===== config.mk =====
export PLATFORM = sky130hd
export DESIGN_NAME = serial_frame_receiver_checksum
export DESIGN_NICKNAME = d
export VERILOG_FILES = /design/src/hw/rtl/sfr_pkg.sv /design/src/hw/rtl/sfr_front.sv /design/src/hw/rtl/sfr_queue.sv /design/src/hw/rtl/sfr_back.sv /design/src/hw/rtl/serial_frame_receiver_checksum.sv
export SDC_FILE = /design/constraint.sdc
export NUM_CORES = 1
export LEC_CHECK = 0
export BUFFER_PORTS_ARGS = -buffer_cell sky130_fd_sc_hd__clkbuf_2
export CAP_MARGIN = 20
export CORE_ASPECT_RATIO = 1.4
export CORE_UTILIZATION = 50
export DETAILED_ROUTE_END_ITERATION = 7
export PLACE_DENSITY_LB_ADDON = 0.12
export SLEW_MARGIN = 20
export SYNTH_ARGS = -nofsm -noshare
export SYNTH_HDL_FRONTEND = slang
export SYNTH_SLANG_ARGS = --single-unit
export TNS_END_PERCENT = 100

===== constraint.sdc =====
create_clock -name clk -period 9.1 [get_ports clk]
set_input_delay 0.455 -clock clk [delete_from_list [all_inputs] [get_ports clk]]
set_output_delay 0.455 -clock clk [all_outputs]
set_load 0.05 [all_outputs]

===== src/hw/rtl/sfr_pkg.sv =====
// Package: shared constants, types and helpers of the serial frame receiver.
package sfr_pkg;

  localparam int PAYLOAD_BYTES = 4;
  localparam int PACKED_BYTES  = (PAYLOAD_BYTES < 4) ? PAYLOAD_BYTES : 4;
  localparam int CNT_W         = 3;

  localparam logic [7:0] HEADER_BYTE     = 8'hAA;
  localparam logic [7:0] SECOND_ACK_BYTE = 8'hBB;
  localparam logic [7:0] FILL_ACK_BYTE   = 8'h00;

  localparam int ACK_RUN_LENGTH = 7;
  localparam int ACK_IDX_W      = $clog2(ACK_RUN_LENGTH);
  localparam logic [ACK_IDX_W-1:0] ACK_LAST_IDX = ACK_IDX_W'(ACK_RUN_LENGTH - 1);

  localparam int QDEPTH = 2;
  localparam int QPTR_W = (QDEPTH > 1) ? $clog2(QDEPTH) : 1;
  localparam int QCNT_W = $clog2(QDEPTH + 1);

  typedef enum logic [1:0] {
    PH_HUNT     = 2'd0,
    PH_COMMAND  = 2'd1,
    PH_PAYLOAD  = 2'd2,
    PH_CHECKSUM = 2'd3
  } phase_t;

  typedef struct packed {
    logic [7:0]  command;
    logic [31:0] payload;
  } frame_t;

  typedef struct packed {
    logic empty;
    logic full;
  } q_stat_t;

  function automatic logic [7:0] ack_byte_at(input logic [ACK_IDX_W-1:0] idx);
    logic [7:0] val;
    case (idx)
      ACK_IDX_W'(0): val = HEADER_BYTE;
      ACK_IDX_W'(1): val = SECOND_ACK_BYTE;
      default:       val = FILL_ACK_BYTE;
    endcase
    return val;
  endfunction

endpackage


===== src/hw/rtl/sfr_front.sv =====
// Front end: frame parser with running checksum; pushes good frames to the queue.
module sfr_front (
  input  logic            clk,
  input  logic            rst_n,
  input  logic            take,
  input  logic [7:0]      rx_byte,
  output logic            push,
  output sfr_pkg::frame_t push_frame
);
  import sfr_pkg::*;

  phase_t           phase_r, phase_nxt;
  logic [CNT_W-1:0] cnt_r, cnt_nxt;
  logic [7:0]       sum_r, sum_nxt;
  logic [7:0]       cmd_r, cmd_nxt;
  logic [7:0]       held_r [PACKED_BYTES];

  always_ff @(posedge clk) begin
    if (!rst_n) begin
      phase_r <= PH_HUNT;
      cnt_r   <= '0;
      sum_r   <= '0;
      cmd_r   <= '0;
    end else begin
      phase_r <= phase_nxt;
      cnt_r   <= cnt_nxt;
      sum_r   <= sum_nxt;
      cmd_r   <= cmd_nxt;
    end
  end

  // Payload slots: each written only at its own count.
  always_ff @(posedge clk) begin
    for (int i = 0; i < PACKED_BYTES; i++) begin
      if (take && phase_r == PH_PAYLOAD && cnt_r == CNT_W'(i)) begin
        held_r[i] <= rx_byte;
      end
    end
  end

  always_comb begin
    phase_nxt = phase_r;
    cnt_nxt   = cnt_r;
    sum_nxt   = sum_r;
    cmd_nxt   = cmd_r;
    push      = 1'b0;
    if (take) begin
      case (phase_r)
        PH_HUNT: begin
          if (rx_byte == HEADER_BYTE) begin
            sum_nxt   = rx_byte;
            cnt_nxt   = '0;
            phase_nxt = PH_COMMAND;
          end
        end
        PH_COMMAND: begin
          cmd_nxt   = rx_byte;
          sum_nxt   = sum_r + rx_byte;
          cnt_nxt   = '0;
          phase_nxt = PH_PAYLOAD;
        end
        PH_PAYLOAD: begin
          sum_nxt = sum_r + rx_byte;
          if (cnt_r == CNT_W'(PAYLOAD_BYTES - 1)) begin
            cnt_nxt   = '0;
            phase_nxt = PH_CHECKSUM;
          end else begin
            cnt_nxt = cnt_r + CNT_W'(1);
          end
        end
        default: begin
          push      = (sum_r == rx_byte);
          cnt_nxt   = '0;
          phase_nxt = PH_HUNT;
        end
      endcase
    end
  end

  // Pack the held payload, first byte low; unused upper bytes read zero.
  always_comb begin
    push_frame.command = cmd_r;
    push_frame.payload = '0;
    for (int i = 0; i < PACKED_BYTES; i++) begin
      push_frame.payload[8*i +: 8] = held_r[i];
    end
  end

endmodule


===== src/hw/rtl/sfr_queue.sv =====
// Frame queue: small FIFO of accepted frames between parser and acknowledge sequencer.
module sfr_queue (
  input  logic             clk,
  input  logic             rst_n,
  input  logic             push,
  input  sfr_pkg::frame_t  push_frame,
  input  logic             pop,
  output sfr_pkg::frame_t  head_frame,
  output sfr_pkg::q_stat_t stat
);
  import sfr_pkg::*;

  frame_t            slot_r [QDEPTH];
  logic [QPTR_W-1:0] wr_ptr_r, rd_ptr_r;
  logic [QCNT_W-1:0] cnt_r;

  function automatic logic [QPTR_W-1:0] ptr_inc(input logic [QPTR_W-1:0] p);
    return (p == QPTR_W'(QDEPTH - 1)) ? '0 : p + QPTR_W'(1);
  endfunction

  always_ff @(posedge clk) begin
    if (!rst_n) begin
      wr_ptr_r <= '0;
      rd_ptr_r <= '0;
      cnt_r    <= '0;
    end else begin
      if (push) wr_ptr_r <= ptr_inc(wr_ptr_r);
      if (pop)  rd_ptr_r <= ptr_inc(rd_ptr_r);
      case ({push, pop})
        2'b10:   cnt_r <= cnt_r + QCNT_W'(1);
        2'b01:   cnt_r <= cnt_r - QCNT_W'(1);
        default: cnt_r <= cnt_r;
      endcase
    end
  end

  always_ff @(posedge clk) begin
    if (push) slot_r[wr_ptr_r] <= push_frame;
  end

  assign head_frame = slot_r[rd_ptr_r];
  assign stat.empty = (cnt_r == '0);
  assign stat.full  = (cnt_r == QCNT_W'(QDEPTH));

endmodule


===== src/hw/rtl/sfr_back.sv =====
// Back end: plays out the seven-beat acknowledge run for each queued frame.
module sfr_back (
  input  logic             clk,
  input  logic             rst_n,
  input  sfr_pkg::frame_t  head_frame,
  input  sfr_pkg::q_stat_t stat,
  output logic             pop,
  output logic             out_valid,
  input  logic             out_stall,
  output logic [7:0]       out_ack_byte,
  output logic             out_last_of_run,
  output logic [7:0]       out_frame_command,
  output logic [31:0]      out_frame_payload
);
  import sfr_pkg::*;

  logic                 active_r, active_nxt;
  logic [ACK_IDX_W-1:0] idx_r, idx_nxt;
  frame_t               rec_r;
  logic                 beat_done, at_last, want_load;

  assign beat_done = active_r && !out_stall;
  assign at_last   = (idx_r == ACK_LAST_IDX);
  assign want_load = !active_r || (beat_done && at_last);
  assign pop       = want_load && !stat.empty;

  always_comb begin
    active_nxt = active_r;
    idx_nxt    = idx_r;
    if (pop) begin
      active_nxt = 1'b1;
      idx_nxt    = '0;
    end else if (beat_done) begin
      if (at_last) begin
        active_nxt = 1'b0;
      end else begin
        idx_nxt = idx_r + ACK_IDX_W'(1);
      end
    end
  end

  always_ff @(posedge clk) begin
    if (!rst_n) begin
      active_r <= 1'b0;
      idx_r    <= '0;
    end else begin
      active_r <= active_nxt;
      idx_r    <= idx_nxt;
    end
  end

  always_ff @(posedge clk) begin
    if (pop) rec_r <= head_frame;
  end

  assign out_valid         = active_r;
  assign out_ack_byte      = ack_byte_at(idx_r);
  assign out_last_of_run   = at_last;
  assign out_frame_command = rec_r.command;
  assign out_frame_payload = rec_r.payload;

endmodule


===== src/hw/rtl/serial_frame_receiver_checksum.sv =====
// Top level: serial frame receiver with additive checksum and acknowledge run.
// Path: after a frame's checksum beat is accepted, its first ack beat shows
//   once the queue is written and the back end loads it, when the back end is idle.
// Throughput: one byte in per cycle unless the queue is full; seven output beats
//   per good frame, one per cycle if unstalled, bounded by the single ack sequencer.
// Reset: synchronous, active-low rst_n; parser returns to header hunt, queue empties.
module serial_frame_receiver_checksum (
  input  logic        clk,
  input  logic        rst_n,
  input  logic        in_valid,
  output logic        in_stall,
  input  logic [7:0]  in_rx_byte,
  output logic        out_valid,
  input  logic        out_stall,
  output logic [7:0]  out_ack_byte,
  output logic        out_last_of_run,
  output logic [7:0]  out_frame_command,
  output logic [31:0] out_frame_payload
);
  import sfr_pkg::*;

  // Front end parses one byte per beat; it only ever pushes on the checksum
  // beat, so holding the input while the queue is full is enough back-pressure.
  logic    take;
  logic    push;
  logic    pop;
  frame_t  push_frame;
  frame_t  head_frame;
  q_stat_t stat;

  assign in_stall = stat.full;
  assign take     = in_valid && !in_stall;

  // Parse header, command, payload and checksum; emit a frame on a match.
  sfr_front u_front (
    .clk        (clk),
    .rst_n      (rst_n),
    .take       (take),
    .rx_byte    (in_rx_byte),
    .push       (push),
    .push_frame (push_frame)
  );

  // Decouple parsing from the slower acknowledge playback.
  sfr_queue u_queue (
    .clk        (clk),
    .rst_n      (rst_n),
    .push       (push),
    .push_frame (push_frame),
    .pop        (pop),
    .head_frame (head_frame),
    .stat       (stat)
  );

  // Drive the acknowledge run AA BB 00 00 00 00 00 for each frame.
  sfr_back u_back (
    .clk               (clk),
    .rst_n             (rst_n),
    .head_frame        (head_frame),
    .stat              (stat),
    .pop               (pop),
    .out_valid         (out_valid),
    .out_stall         (out_stall),
    .out_ack_byte      (out_ack_byte),
    .out_last_of_run   (out_last_of_run),
    .out_frame_command (out_frame_command),
    .out_frame_payload (out_frame_payload)
  );

endmodule


==> impl_metrics.py, run 1 <==
metrics = {
    "run_status": {
        "status": "finished clean",
    },
    "floorplan": {
        "effective_utilization_at_floorplan_pct": 51.70,
        "placeableCoreArea_um2": 13510,
        "std_cell_rows": 50,
        "design.die.area_um2": 14460,
        "ios": 63,
        "dieWidth_um": 101.9,
        "die_y_um": 141.9,
    },
    "worst_hold_path": {
        "min_delay_path_depth": 1,
        "holdCritPathClass": "input pin to register",
        "hold_start": "in_rx_byte[6]",
        "hold-path-endpoint": "u_front.held_r[2][6]$_DFFE_PP_",
    },
    "power": {
        "worst_ir_drop_vdd_v": 0.0001252,
        "power_density_nw_per_um2": 203.5,
        "seq_power_share_pct": 53.8,
        "cellInternalPower_mw": 1.332,
        "power_switching_uw": 316.7,
        "static-leakage-power_nw": 2.805,
        "power.share.switching_pct": 19.20,
        "combPwrFrac_pct": 1.5,
        "pwr-share-clk_pct": 44.7,
        "p_total_mw": 1.649,
    },
    "synthesis": {
        "netlist_area_um2": 6987,
        "syn-mean-instance-area_um2": 16.44,
        "biggest_area_consumer_among_synthesized_cells": "sky130_fd_sc_hd__edfxtp_1",
        "ys_seq_elements": 181,
        "synth_top_area_share_pct": 65.33,
        "postSynth.topFlopCell": "sky130_fd_sc_hd__edfxtp_1",
        "ys_warn_count": 0,
        "synth_cells": 425,
        "synth_cell_types": 50,
        "async_flop_share_pct": 0,
        "netlist_top_cells_area": "sky130_fd_sc_hd__edfxtp_1 (65%), sky130_fd_sc_hd__dfxtp_1 (8.3%), sky130_fd_sc_hd__mux2_2 (6.4%)",
        "yosysSeqAreaShare_pct": 73.64,
        "synth_edf_count": 152,
    },
    "routing": {
        "detailroute.via_count": 3542,
        "avgViaCountPerCell": 5.171,
        "drc": 0,
        "drtAntennaViolNets": 0,
        "drt-total-wl_um": 11520,
        "wl_per_cell_um": 16.81,
        "detailedRoute.firstIterationViolations": 130,
        "first_pass_iteration_count_of_the_detailed_router": 4,
    },
    "clocking": {
        "cts-buffers-inserted": 17,
        "clock_tree.buffer_depth": 2,
        "clk_latency_ps": 420,
        "cts_htree_levels": 4,
        "quantity_of_gates_resized_following_cts": 0,
        "hold_buffer_count_at_cts": 0,
        "tritoncts": "done",
        "worst_setup_hold_path_clk_slew_ps": 70,
        "cts.repair_timing.setup_buffer_count": 0,
        "clock_tree_root": "sky130_fd_sc_hd__clkbuf_16",
        "clock_sink_count": 181,
    },
    "grt": {
        "grt_pass1_vias": 3454,
        "pin_count_of_the_biggest_net_entering_global_routing": 42,
        "antenna_found_initial": 0,
        "grt_pass1_wl_um": 17990,
        "grt_overflow": 0,
        "globalRouteTotalUtil_pct": 17.30,
    },
    "worst_setup_path": {
        "critical_path.reg2reg.startpoint": "u_back.idx_r[1]$_SDFFE_PP0P_",
        "critical_path_class": "register to register",
        "worst_path_largest_cell_delay_ps": 440,
        "cp.buffers_inverters": 2,
        "timing.reg2reg.worst_path_depth": 9,
        "timing.rr.end": "u_queue.cnt_r[1]$_SDFFE_PN0P_",
        "library_cell_contributing_the_largest_single_delay_on_the_critical_path": "sky130_fd_sc_hd__buf_4",
        "worst_setup_path_startpoint": "u_back.idx_r[1]$_SDFFE_PP0P_",
        "r2r_slack_ps": 6480,
        "cp_data_required_time_ps": 9440,
        "timing.critical_path.from_type": "register",
        "endpoint_kind": "register",
        "timing.critical_path.max_delay_family": "compound AO/OA/AOI/OAI gates",
        "critical_path.cell_chain": "ha_1 > nand2_1 > o21ai_0 > o21ai_0 > inv_1 > buf_4 > ha_1 > or3_1 > a21boi_0",
        "crit_path_max_fanout": 41,
        "worstPathArrival_ps": 2960,
    },
    "timing": {
        "grt_setup_unrepaired": "false",
        "final_period_util_pct": 28.80,
        "hold_slack_ps": 374.7,
        "setup_slack_ps": 6480,
        "final_hold_viol_count": 0,
        "worst-slew-pin-transition_ps": 1048,
        "finalSetupViolCount": 0,
        "final.min_clock_period_ps": 2620,
        "final-max-slew-violation-count": 0,
        "worst_slew_margin_rel_pct": 30.14,
        "clock.fmax_ghz": 0.3816,
        "clock-skew-final_ps": 11.42,
        "finalSetupTns_ps": 0,
    },
    "placement": {
        "portBuffers": 60,
        "placed_cells_incl_taps": 653,
        "post_dp_cell_area_um2": 7500,
        "gp_congestion": 0.8622,
        "placement.setup.worst_slack_ps": 6118,
        "post-dp-hpwl_um": 7727,
    },
    "finish": {
        "post_route_cells_drive_above_1_share_pct": 29.03,
        "n_fill_cell": 1069,
        "antennaDiodeCount": 0,
        "flow.area_growth_from_synthesis_pct": 16.01,
        "mostFrequentLayoutCell": "sky130_fd_sc_hd__edfxtp_1",
        "utilization_pct": 59.98,
        "layout.cells.most_common_list": "sky130_fd_sc_hd__edfxtp_1 (152), sky130_fd_sc_hd__clkbuf_2 (60), sky130_fd_sc_hd__mux2_2 (40), sky130_fd_sc_hd__dfxtp_1 (28), sky130_fd_sc_hd__nand2_1 (22)",
        "final_nets": 523,
        "final_cell_area_um2": 8105,
        "layoutNonFillerInstCount": 685,
    },
    "run": {
        "max_cap_check_violation_count": 0,
    },
}
synth_stat cells, types with 2 or more instances:
cell type / number
sky130_fd_sc_hd__and2_1: 8
sky130_fd_sc_hd__mux2i_1: 9
sky130_fd_sc_hd__o211a_1: 2
sky130_fd_sc_hd__o21ai_0: 12
sky130_fd_sc_hd__ha_1: 20
sky130_fd_sc_hd__mux2_2: 40
sky130_fd_sc_hd__buf_4: 6
sky130_fd_sc_hd__nand3b_1: 2
sky130_fd_sc_hd__inv_1: 17
sky130_fd_sc_hd__a21oi_1: 11
sky130_fd_sc_hd__a21boi_0: 10
sky130_fd_sc_hd__nor2_1: 15
sky130_fd_sc_hd__buf_1: 4
sky130_fd_sc_hd__o21a_1: 3
sky130_fd_sc_hd__dfxtp_1: 29
sky130_fd_sc_hd__nand2_1: 22
sky130_fd_sc_hd__nand3_1: 11
sky130_fd_sc_hd__nor2b_1: 7
sky130_fd_sc_hd__xnor2_1: 8
sky130_fd_sc_hd__edfxtp_1: 152
sky130_fd_sc_hd__nor4_1: 2
sky130_fd_sc_hd__clkbuf_1: 7
sequential cells by signal, summed over array words and instances, names as in the netlist, 2 cells and up:
name and cells:
u_back.idx_r 3, u_back.out_frame_command 8, u_back.out_frame_payload 32, u_front.cmd_r 8, u_front.cnt_r 3, u_front.held_r 32, u_front.phase_r 2, u_front.sum_r 8
u_queue.cnt_r 2, u_queue.slot_r 80
how the worst max path moves through the flow:
stage	slack [ps]	depth (start not counted)	endpoint
floorplan	5650	4	u_queue.slot_r[0][0]$_DFFE_PP_
global placement	5920	5	u_queue.slot_r[0][23]$_DFFE_PP_
detailed placement	6120	6	u_queue.slot_r[0][15]$_DFFE_PP_
CTS	6400	9	u_queue.cnt_r[1]$_SDFFE_PN0P_
global route	6190	9	u_queue.cnt_r[1]$_SDFFE_PN0P_
finish	6480	9	u_queue.cnt_r[1]$_SDFFE_PN0P_
worst reg2reg max path: stages (launching register included):
cell,delay (ps)
sky130_fd_sc_hd__dfxtp_1,410
sky130_fd_sc_hd__ha_1,170
sky130_fd_sc_hd__nand2_1,80
sky130_fd_sc_hd__o21ai_0,200
sky130_fd_sc_hd__o21ai_0,220
sky130_fd_sc_hd__inv_1,90
sky130_fd_sc_hd__buf_4,440
sky130_fd_sc_hd__ha_1,380
sky130_fd_sc_hd__or3_1,370
sky130_fd_sc_hd__a21boi_0,180
logic make-up after synthesis:
kind of cell / after synthesis / share of synthesized area, %
compound gates: 47 / 4.728
xor+xnor: 9 / 1.128
fa+ha+maj: 21 / 3.868
buf+inv: 36 / 2.364
flops: 181 / 73.64
mux: 49 / 7.736
other cells: 1 / 0.05367
simple gates: 81 / 6.483
metal layers:
metal,part of all wire (%),vias to the layer above,track usage (%)
met5,0,-,0
met4,2.6,0,8.647
met1,41,1738,20.14
met2,53,87,29.91
met3,3.7,23,3.695
li1,-,1694,-
power groups by stage:
stage	sequential [mW]	clock (mW)	combinational, mW
6_report	0.888	0.736	0.0249
4_1_cts	0.888	0.750	0.0250
3_5_place_dp	0.906	0	0.0249
5_1_grt	0.887	0.780	0.0273
3_3_place_gp	0.906	0	0.0241
2_1_floorplan	0.906	0	0.0149
area by class of cell:
cell class	instances	area (um2)	share of cell area, %
Multi-Input combinational cell	209	1695	20.92
Tap cell	182	227.7	2.810
Clock inverter	13	172.7	2.130
Inverter	18	67.56	0.8336
Clock buffer	19	432.9	5.341
Timing Repair Buffer	63	362.8	4.477
Sequential cell	181	5146	63.49
Power figures use the tool's default switching activity.
==> inputs of run 2 (changes only) <==
==> constraint.sdc (replaced) <==
create_clock -name clk -period 2.4 [get_ports clk]
set_input_delay 0.12 -clock clk [delete_from_list [all_inputs] [get_ports clk]]
set_output_delay 0.12 -clock clk [all_outputs]
set_load 0.05 [all_outputs]
==> impl_metrics.py, run 2 (synthesis results as in run 1) <==
metrics = {
    "worst_setup_path": {
        "critical_path_class": "input pin to register",
        "worst_path_largest_cell_delay_ps": 530,
        "library_cell_contributing_the_largest_single_delay_on_the_critical_path": "sky130_fd_sc_hd__dlygate4sd3_1",
        "timing.critical_path.max_delay_family": "compound AO/OA/AOI/OAI gates",
        "timing.reg2reg.worst_path_depth": 6,
        "r2r_slack_ps": 290,
        "endpoint_kind": "register",
        "cp.buffers_inverters": 2,
        "critical_path.cell_chain": "dlygate4sd3_1 > clkbuf_2 > ha_1 > nand3_1 > a211oi_1 > nor4_1 > o31a_2 > o21a_1",
        "crit_path_max_fanout": 5,
        "worst-path-stages": 8,
        "cp_data_required_time_ps": 2710,
        "timing.critical_path.from_type": "input pin",
        "worstPathArrival_ps": 2530,
    },
    "power": {
        "worst_ir_drop_vdd_v": 0.0004886,
        "power_density_nw_per_um2": 756.2,
        "seq_power_share_pct": 54.1,
        "power.share.switching_pct": 20.09,
        "static-leakage-power_nw": 2.852,
        "pwr-share-clk_pct": 44.1,
        "power_switching_mw": 1.249,
        "combPwrFrac_pct": 1.8,
        "cellInternalPower_mw": 4.970,
        "p_total_mw": 6.219,
    },
    "run": {
        "max_cap_check_violation_count": 0,
    },
    "clocking": {
        "tritoncts": "done",
        "clk_latency_ps": 420,
        "clock_tree_root": "sky130_fd_sc_hd__clkbuf_16",
        "cts-buffers-inserted": 17,
        "worst_setup_hold_path_clk_slew_ps": 60,
        "clock_tree.buffer_depth": 2,
        "clock_sink_count": 181,
        "cts_htree_levels": 4,
        "cts.repair_timing.setup_buffer_count": 0,
    },
    "timing": {
        "worst-slew-pin-transition_ps": 595.3,
        "worst_slew_margin_rel_pct": 60.27,
        "final-max-slew-violation-count": 0,
        "finalSetupViolCount": 0,
        "final_hold_viol_count": 0,
        "clock.fmax_ghz": 0.4501,
        "final.min_clock_period_ps": 2222,
        "clock-skew-final_ps": 8.015,
        "final_period_util_pct": 92.57,
        "grt_setup_unrepaired": "false",
    },
    "finish": {
        "final_cell_area_um2": 8224,
        "top_register": "u_queue.slot_r",
        "antennaDiodeCount": 0,
        "mostFrequentLayoutCell": "sky130_fd_sc_hd__edfxtp_1",
        "ff_latch_area_um2": 5149,
        "final_nets": 536,
        "layout.cells.most_common_list": "sky130_fd_sc_hd__edfxtp_1 (152), sky130_fd_sc_hd__clkbuf_2 (60), sky130_fd_sc_hd__mux2_2 (40), sky130_fd_sc_hd__dfxtp_1 (26), sky130_fd_sc_hd__nand2_1 (21)",
        "n_fill_cell": 1052,
        "largest_reg_flops": 80,
        "layoutNonFillerInstCount": 698,
        "multiInputGateArea_um2": 1720,
        "flow.area_growth_from_synthesis_pct": 17.71,
        "post_route_cells_drive_above_1_share_pct": 32.17,
    },
    "floorplan": {
        "die_y_um": 141.9,
        "design.die.area_um2": 14460,
        "placeableCoreArea_um2": 13510,
        "std_cell_rows": 50,
        "effective_utilization_at_floorplan_pct": 51.70,
        "dieWidth_um": 101.9,
        "ios": 63,
    },
    "grt": {
        "pin_count_of_the_biggest_net_entering_global_routing": 42,
        "grt_overflow": 0,
        "grt_pass1_vias": 3562,
        "antenna_found_initial": 0,
        "grt_pass1_wl_um": 17970,
        "globalRouteTotalUtil_pct": 17.08,
    },
    "routing": {
        "drtAntennaViolNets": 0,
        "drc": 0,
        "detailroute.via_count": 3529,
        "first_pass_iteration_count_of_the_detailed_router": 4,
        "wl_per_cell_um": 16.13,
        "drt-total-wl_um": 11260,
        "detailedRoute.firstIterationViolations": 120,
        "avgViaCountPerCell": 5.056,
    },
    "placement": {
        "portBuffers": 60,
        "gp_congestion": 0.9027,
        "post-dp-hpwl_um": 7516,
        "placed_cells_incl_taps": 664,
        "post_dp_cell_area_um2": 7611,
    },
    "worst_hold_path": {
        "min_delay_path_depth": 1,
        "holdCritPathClass": "input pin to register",
    },
    "run_status": {
        "status": "finished clean",
    },
}
-- run 2: cell count changes in the layout (fill, tap and decap cells not counted), sizes merged --
cell	change
buf	+11
bufinv	-1
clkbuf	-1
clkinv	-2
clkinvlp	+1
dlygate4sd3	+2
inv	+3
-- run 2: worst paths after layout --
check | end | from
worst max-delay path | u_front.sum_r[7]$_SDFFE_PN0P_ | in_rx_byte[2]
worst min-delay path | u_front.held_r[2][4]$_DFFE_PP_ | in_rx_byte[4]
worst max register to register | u_queue.slot_r[0][8]$_DFFE_PP_ | u_front.sum_r[3]$_SDFFE_PN0P_
worst min register to register | u_queue.slot_r[1][9]$_DFFE_PP_ | u_front.held_r[1][1]$_DFFE_PP_
-- run 2: final cells by class --
type	instances	share of cell area [%]
tap	182	2.769
clock buffer	18	5.218
inverter	18	0.8672
multi-input combinational	209	20.92
sequential	181	62.60
timing repair buffer	76	5.629
clock inverter	14	1.993
-- run 2: per-layer routing --
metal  wire, um  track usage (%)  vias up
met5          0                0        -
met2       5889            29.48       77
li1           -                -     1722
met4        257            7.218        0
met3        370            4.236       16
met1       4741            20.13     1714
-- run 2: power by group through the flow --
stage	sequential (mW)	combinational, mW	clock (mW)
after floorplan	3.43	0.0567	0
after global placement	3.43	0.108	0
after detailed placement	3.43	0.109	0
after CTS	3.37	0.111	2.80
after global routing	3.36	0.120	2.92
final	3.37	0.112	2.74
-- run 2: timing repair --
item | in CTS | in global routing
endpoints found under the setup margin | 0 | 1
endpoints found under the hold margin | 2 | 2
hold buffers | 1 | 1
resized for setup | 0 | 0
-- run 2: per-stage QoR --
stage          util [%]  hold slack (ps)  TNS, ps  setup slack, ps
2_1_floorplan         -            218.9   -23970           -306.6
3_3_place_gp      56.32            423.8        0            265.7
5_1_grt           60.86            47.87        0            8.891
4_1_cts           60.79           0.5326        0            187.6
6_report          60.86            46.82        0            178.3
3_5_place_dp      56.32            433.2        0            225.2
==> inputs of run 3 (changes only) <==
--- a/config.mk
+++ b/config.mk
@@ -14,5 +14,6 @@
 export SLEW_MARGIN = 20
 export SYNTH_ARGS = -nofsm -noshare
 export SYNTH_HDL_FRONTEND = slang
+export SYNTH_HIERARCHICAL = 1
 export SYNTH_SLANG_ARGS = --single-unit
 export TNS_END_PERCENT = 100
==> impl_metrics.py, run 3 <==
metrics = {
    "run_status": {
        "status": "finished clean",
    },
    "synthesis": {
        "synth_most_common_cell": "sky130_fd_sc_hd__edfxtp_1",
        "synth_cell_types": 58,
        "synth_top_area_share_pct": 65.33,
        "synth_edf_count": 152,
        "postSynth.topFlopCell": "sky130_fd_sc_hd__edfxtp_1",
        "netlist_top_cells_area": "sky130_fd_sc_hd__edfxtp_1 (65%), sky130_fd_sc_hd__dfxtp_1 (8.6%), sky130_fd_sc_hd__mux2_2 (6.4%)",
        "yosysSeqAreaShare_pct": 73.93,
        "synth_cells": 425,
        "async_flop_share_pct": 0,
        "post_synth_most_frequent_cells": "sky130_fd_sc_hd__edfxtp_1 (152), sky130_fd_sc_hd__mux2_2 (40), sky130_fd_sc_hd__dfxtp_1 (30)",
        "netlist_area_um2": 6987,
        "ys_warn_count": 6,
        "ys_seq_elements": 182,
        "syn-mean-instance-area_um2": 16.44,
        "biggest_area_consumer_among_synthesized_cells": "sky130_fd_sc_hd__edfxtp_1",
    },
    "worst_setup_path": {
        "critical_path.reg2reg.startpoint": "u_queue/cnt_r[0]$_SDFFE_PN0P_",
        "endpoint_kind": "register",
        "critical_path_class": "register to register",
        "timing.critical_path.from_type": "register",
        "timing.rr.end": "u_queue/cnt_r[1]$_SDFFE_PN0P_",
        "timing.reg2reg.worst_path_depth": 9,
        "worstPathArrival_ps": 2660,
        "crit_path_max_fanout": 4,
        "r2r_slack_ps": 80,
        "cp_data_required_time_ps": 2740,
        "worst_setup_path_startpoint": "u_queue/cnt_r[0]$_SDFFE_PN0P_",
    },
    "timing": {
        "worst_slew_margin_rel_pct": 63.86,
        "grt_setup_unrepaired": "false",
        "finalSetupTns_ps": 0,
        "finalSetupViolCount": 0,
        "final_hold_viol_count": 0,
        "worst-slew-pin-transition_ps": 542.1,
        "final_period_util_pct": 96.50,
        "clock.fmax_ghz": 0.4318,
        "final.min_clock_period_ps": 2316,
        "final-max-slew-violation-count": 0,
        "setup_slack_ps": 84.00,
        "clock-skew-final_ps": 11.62,
    },
    "finish": {
        "mostFrequentLayoutCell": "sky130_fd_sc_hd__edfxtp_1",
        "antennaDiodeCount": 0,
        "flow.area_growth_from_synthesis_pct": 18.39,
        "layoutNonFillerInstCount": 702,
        "largest_reg_flops": 80,
        "layout.cells.most_common_list": "sky130_fd_sc_hd__edfxtp_1 (152), sky130_fd_sc_hd__clkbuf_2 (60), sky130_fd_sc_hd__mux2_2 (40), sky130_fd_sc_hd__dfxtp_1 (29)",
        "final_nets": 541,
        "post_route_cells_drive_above_1_share_pct": 32.69,
        "final_cell_area_um2": 8272,
        "top_register": "u_queue/slot_r",
    },
    "run": {
        "max_cap_check_violation_count": 0,
    },
    "routing": {
        "avgViaCountPerCell": 5.162,
        "drtAntennaViolNets": 0,
        "drc": 0,
        "detailedRoute.firstIterationViolations": 198,
        "drt-total-wl_um": 11790,
        "wl_per_cell_um": 16.79,
        "first_pass_iteration_count_of_the_detailed_router": 4,
        "detailroute.via_count": 3624,
    },
    "placement": {
        "post_dp_cell_area_um2": 7626,
        "placed_cells_incl_taps": 669,
        "post-dp-hpwl_um": 7728,
        "gp_congestion": 0.8354,
        "placement.setup.worst_slack_ps": 39.07,
        "portBuffers": 60,
    },
    "floorplan": {
        "dieWidth_um": 101.9,
        "ios": 63,
        "design.die.area_um2": 14460,
        "die_y_um": 141.9,
        "std_cell_rows": 50,
        "placeableCoreArea_um2": 13510,
        "effective_utilization_at_floorplan_pct": 51.70,
    },
    "clocking": {
        "worst_setup_hold_path_clk_slew_ps": 70,
        "clock_sink_count": 182,
        "clock_tree_root": "sky130_fd_sc_hd__clkbuf_16",
        "tritoncts": "done",
        "cts-buffers-inserted": 17,
        "clock_tree.buffer_depth": 2,
        "clk_latency_ps": 420,
        "hold_buffer_count_at_cts": 0,
        "cts_htree_levels": 4,
    },
    "grt": {
        "antenna_found_initial": 0,
        "pin_count_of_the_biggest_net_entering_global_routing": 41,
        "grt_pass1_wl_um": 18590,
        "grt_overflow": 0,
        "grt_pass1_vias": 3670,
        "globalRouteTotalUtil_pct": 17.90,
    },
    "worst_hold_path": {
        "holdCritPathClass": "input pin to register",
        "min_delay_path_depth": 3,
        "hold_start": "out_stall",
        "hold-path-endpoint": "u_back/idx_r[0]$_SDFFE_PP0P_",
    },
    "power": {
        "p_total_mw": 7.057,
        "worst_ir_drop_vdd_v": 0.0004740,
        "power_density_nw_per_um2": 853.1,
        "static-leakage-power_nw": 2.898,
    },
}
run 3: cell types whose count changed after synthesis, moves of 4 or more:
| cell | previous run | this run |
|---|---|---|
| sky130_fd_sc_hd__a21oi_1 | 11 | 18 |
| sky130_fd_sc_hd__clkbuf_1 | 7 | 3 |
| sky130_fd_sc_hd__buf_2 | 0 | 4 |
| sky130_fd_sc_hd__nand3_1 | 11 | 15 |
| sky130_fd_sc_hd__mux2i_1 | 9 | 5 |
| sky130_fd_sc_hd__nand2_1 | 22 | 15 |
| sky130_fd_sc_hd__a21boi_0 | 10 | 0 |
run 3: layout make-up:
class                           instances  area, um2
Fill cell                            1043       5241
Sequential cell                       182       5169
Multi-Input combinational cell        213       1748
Timing Repair Buffer                   78      473.0
Clock buffer                           18      429.2
Tap cell                              182      227.7
Clock inverter                         14      168.9
Inverter                               15      56.30
run 3: what timing repair did:
item	CTS	global route
setup endpoints to repair	0	1
hold endpoints to repair	0	0
resized for setup	0	4
buffers inserted	0	1
run 3: per-layer routing:
layer	routed length [um]	vias up	track usage, %
li1	-	1750	-
met1	4532	1761	19.45
met2	6435	92	32.54
met3	484	21	3.990
met4	335	0	8.421
met5	0	-	0
run 3: worst max-delay path, stage by stage (launching register included):
cell                       delay (ps)
sky130_fd_sc_hd__dfxtp_4          370
sky130_fd_sc_hd__and2b_4          200
sky130_fd_sc_hd__nor2b_4          100
sky130_fd_sc_hd__or4b_4           470
sky130_fd_sc_hd__nor4_4           250
sky130_fd_sc_hd__inv_2            100
sky130_fd_sc_hd__ha_4             170
sky130_fd_sc_hd__xnor2_1          120
sky130_fd_sc_hd__or3_1            320
sky130_fd_sc_hd__a21boi_1         140
run 3: report_power, final:
part | total [mW] | internal (mW) | switching [mW]
Combinational | 0.760 | 0.227 | 0.533
Clock | 2.75 | 1.56 | 1.19
Sequential | 3.54 | 3.52 | 0.0279
Total | 7.06 | 5.31 | 1.75
run 3: worst max path at each step:
| stage | to | slack, ps |
|---|---|---|
| 6_report | u_queue/cnt_r[1]$_SDFFE_PN0P_ | 80 |
| 5_1_grt | u_queue/cnt_r[1]$_SDFFE_PN0P_ | 5 |
| 3_5_place_dp | u_queue/cnt_r[1]$_SDFFE_PN0P_ | 40 |
| 2_1_floorplan | u_queue/slot_r[0][0]$_DFFE_PP_ | -110 |
| 4_1_cts | u_queue/cnt_r[1]$_SDFFE_PN0P_ | 20 |
| 3_3_place_gp | u_queue/cnt_r[1]$_SDFFE_PN0P_ | 120 |
run 3: logic make-up after synthesis:
group / Yosys count / synth area share (%)
buffers and inverters: 31 / 2.167
and+or+nand+nor: 81 / 6.590
adders and majority gates: 22 / 4.047
other: 1 / 0.05367
AOI/OAI and AO/OA: 56 / 5.176
xor gates and xnor gates: 7 / 0.8775
DFF: 182 / 73.93
muxes: 45 / 7.163
run 3: through the flow:
stage                     hold slack (ps)  util, %
after floorplan                     218.9        -
after global routing                84.47    61.21
after global placement              423.5    56.44
final                               73.33    61.21
after CTS                           62.26    60.86
after detailed placement            431.0    56.44
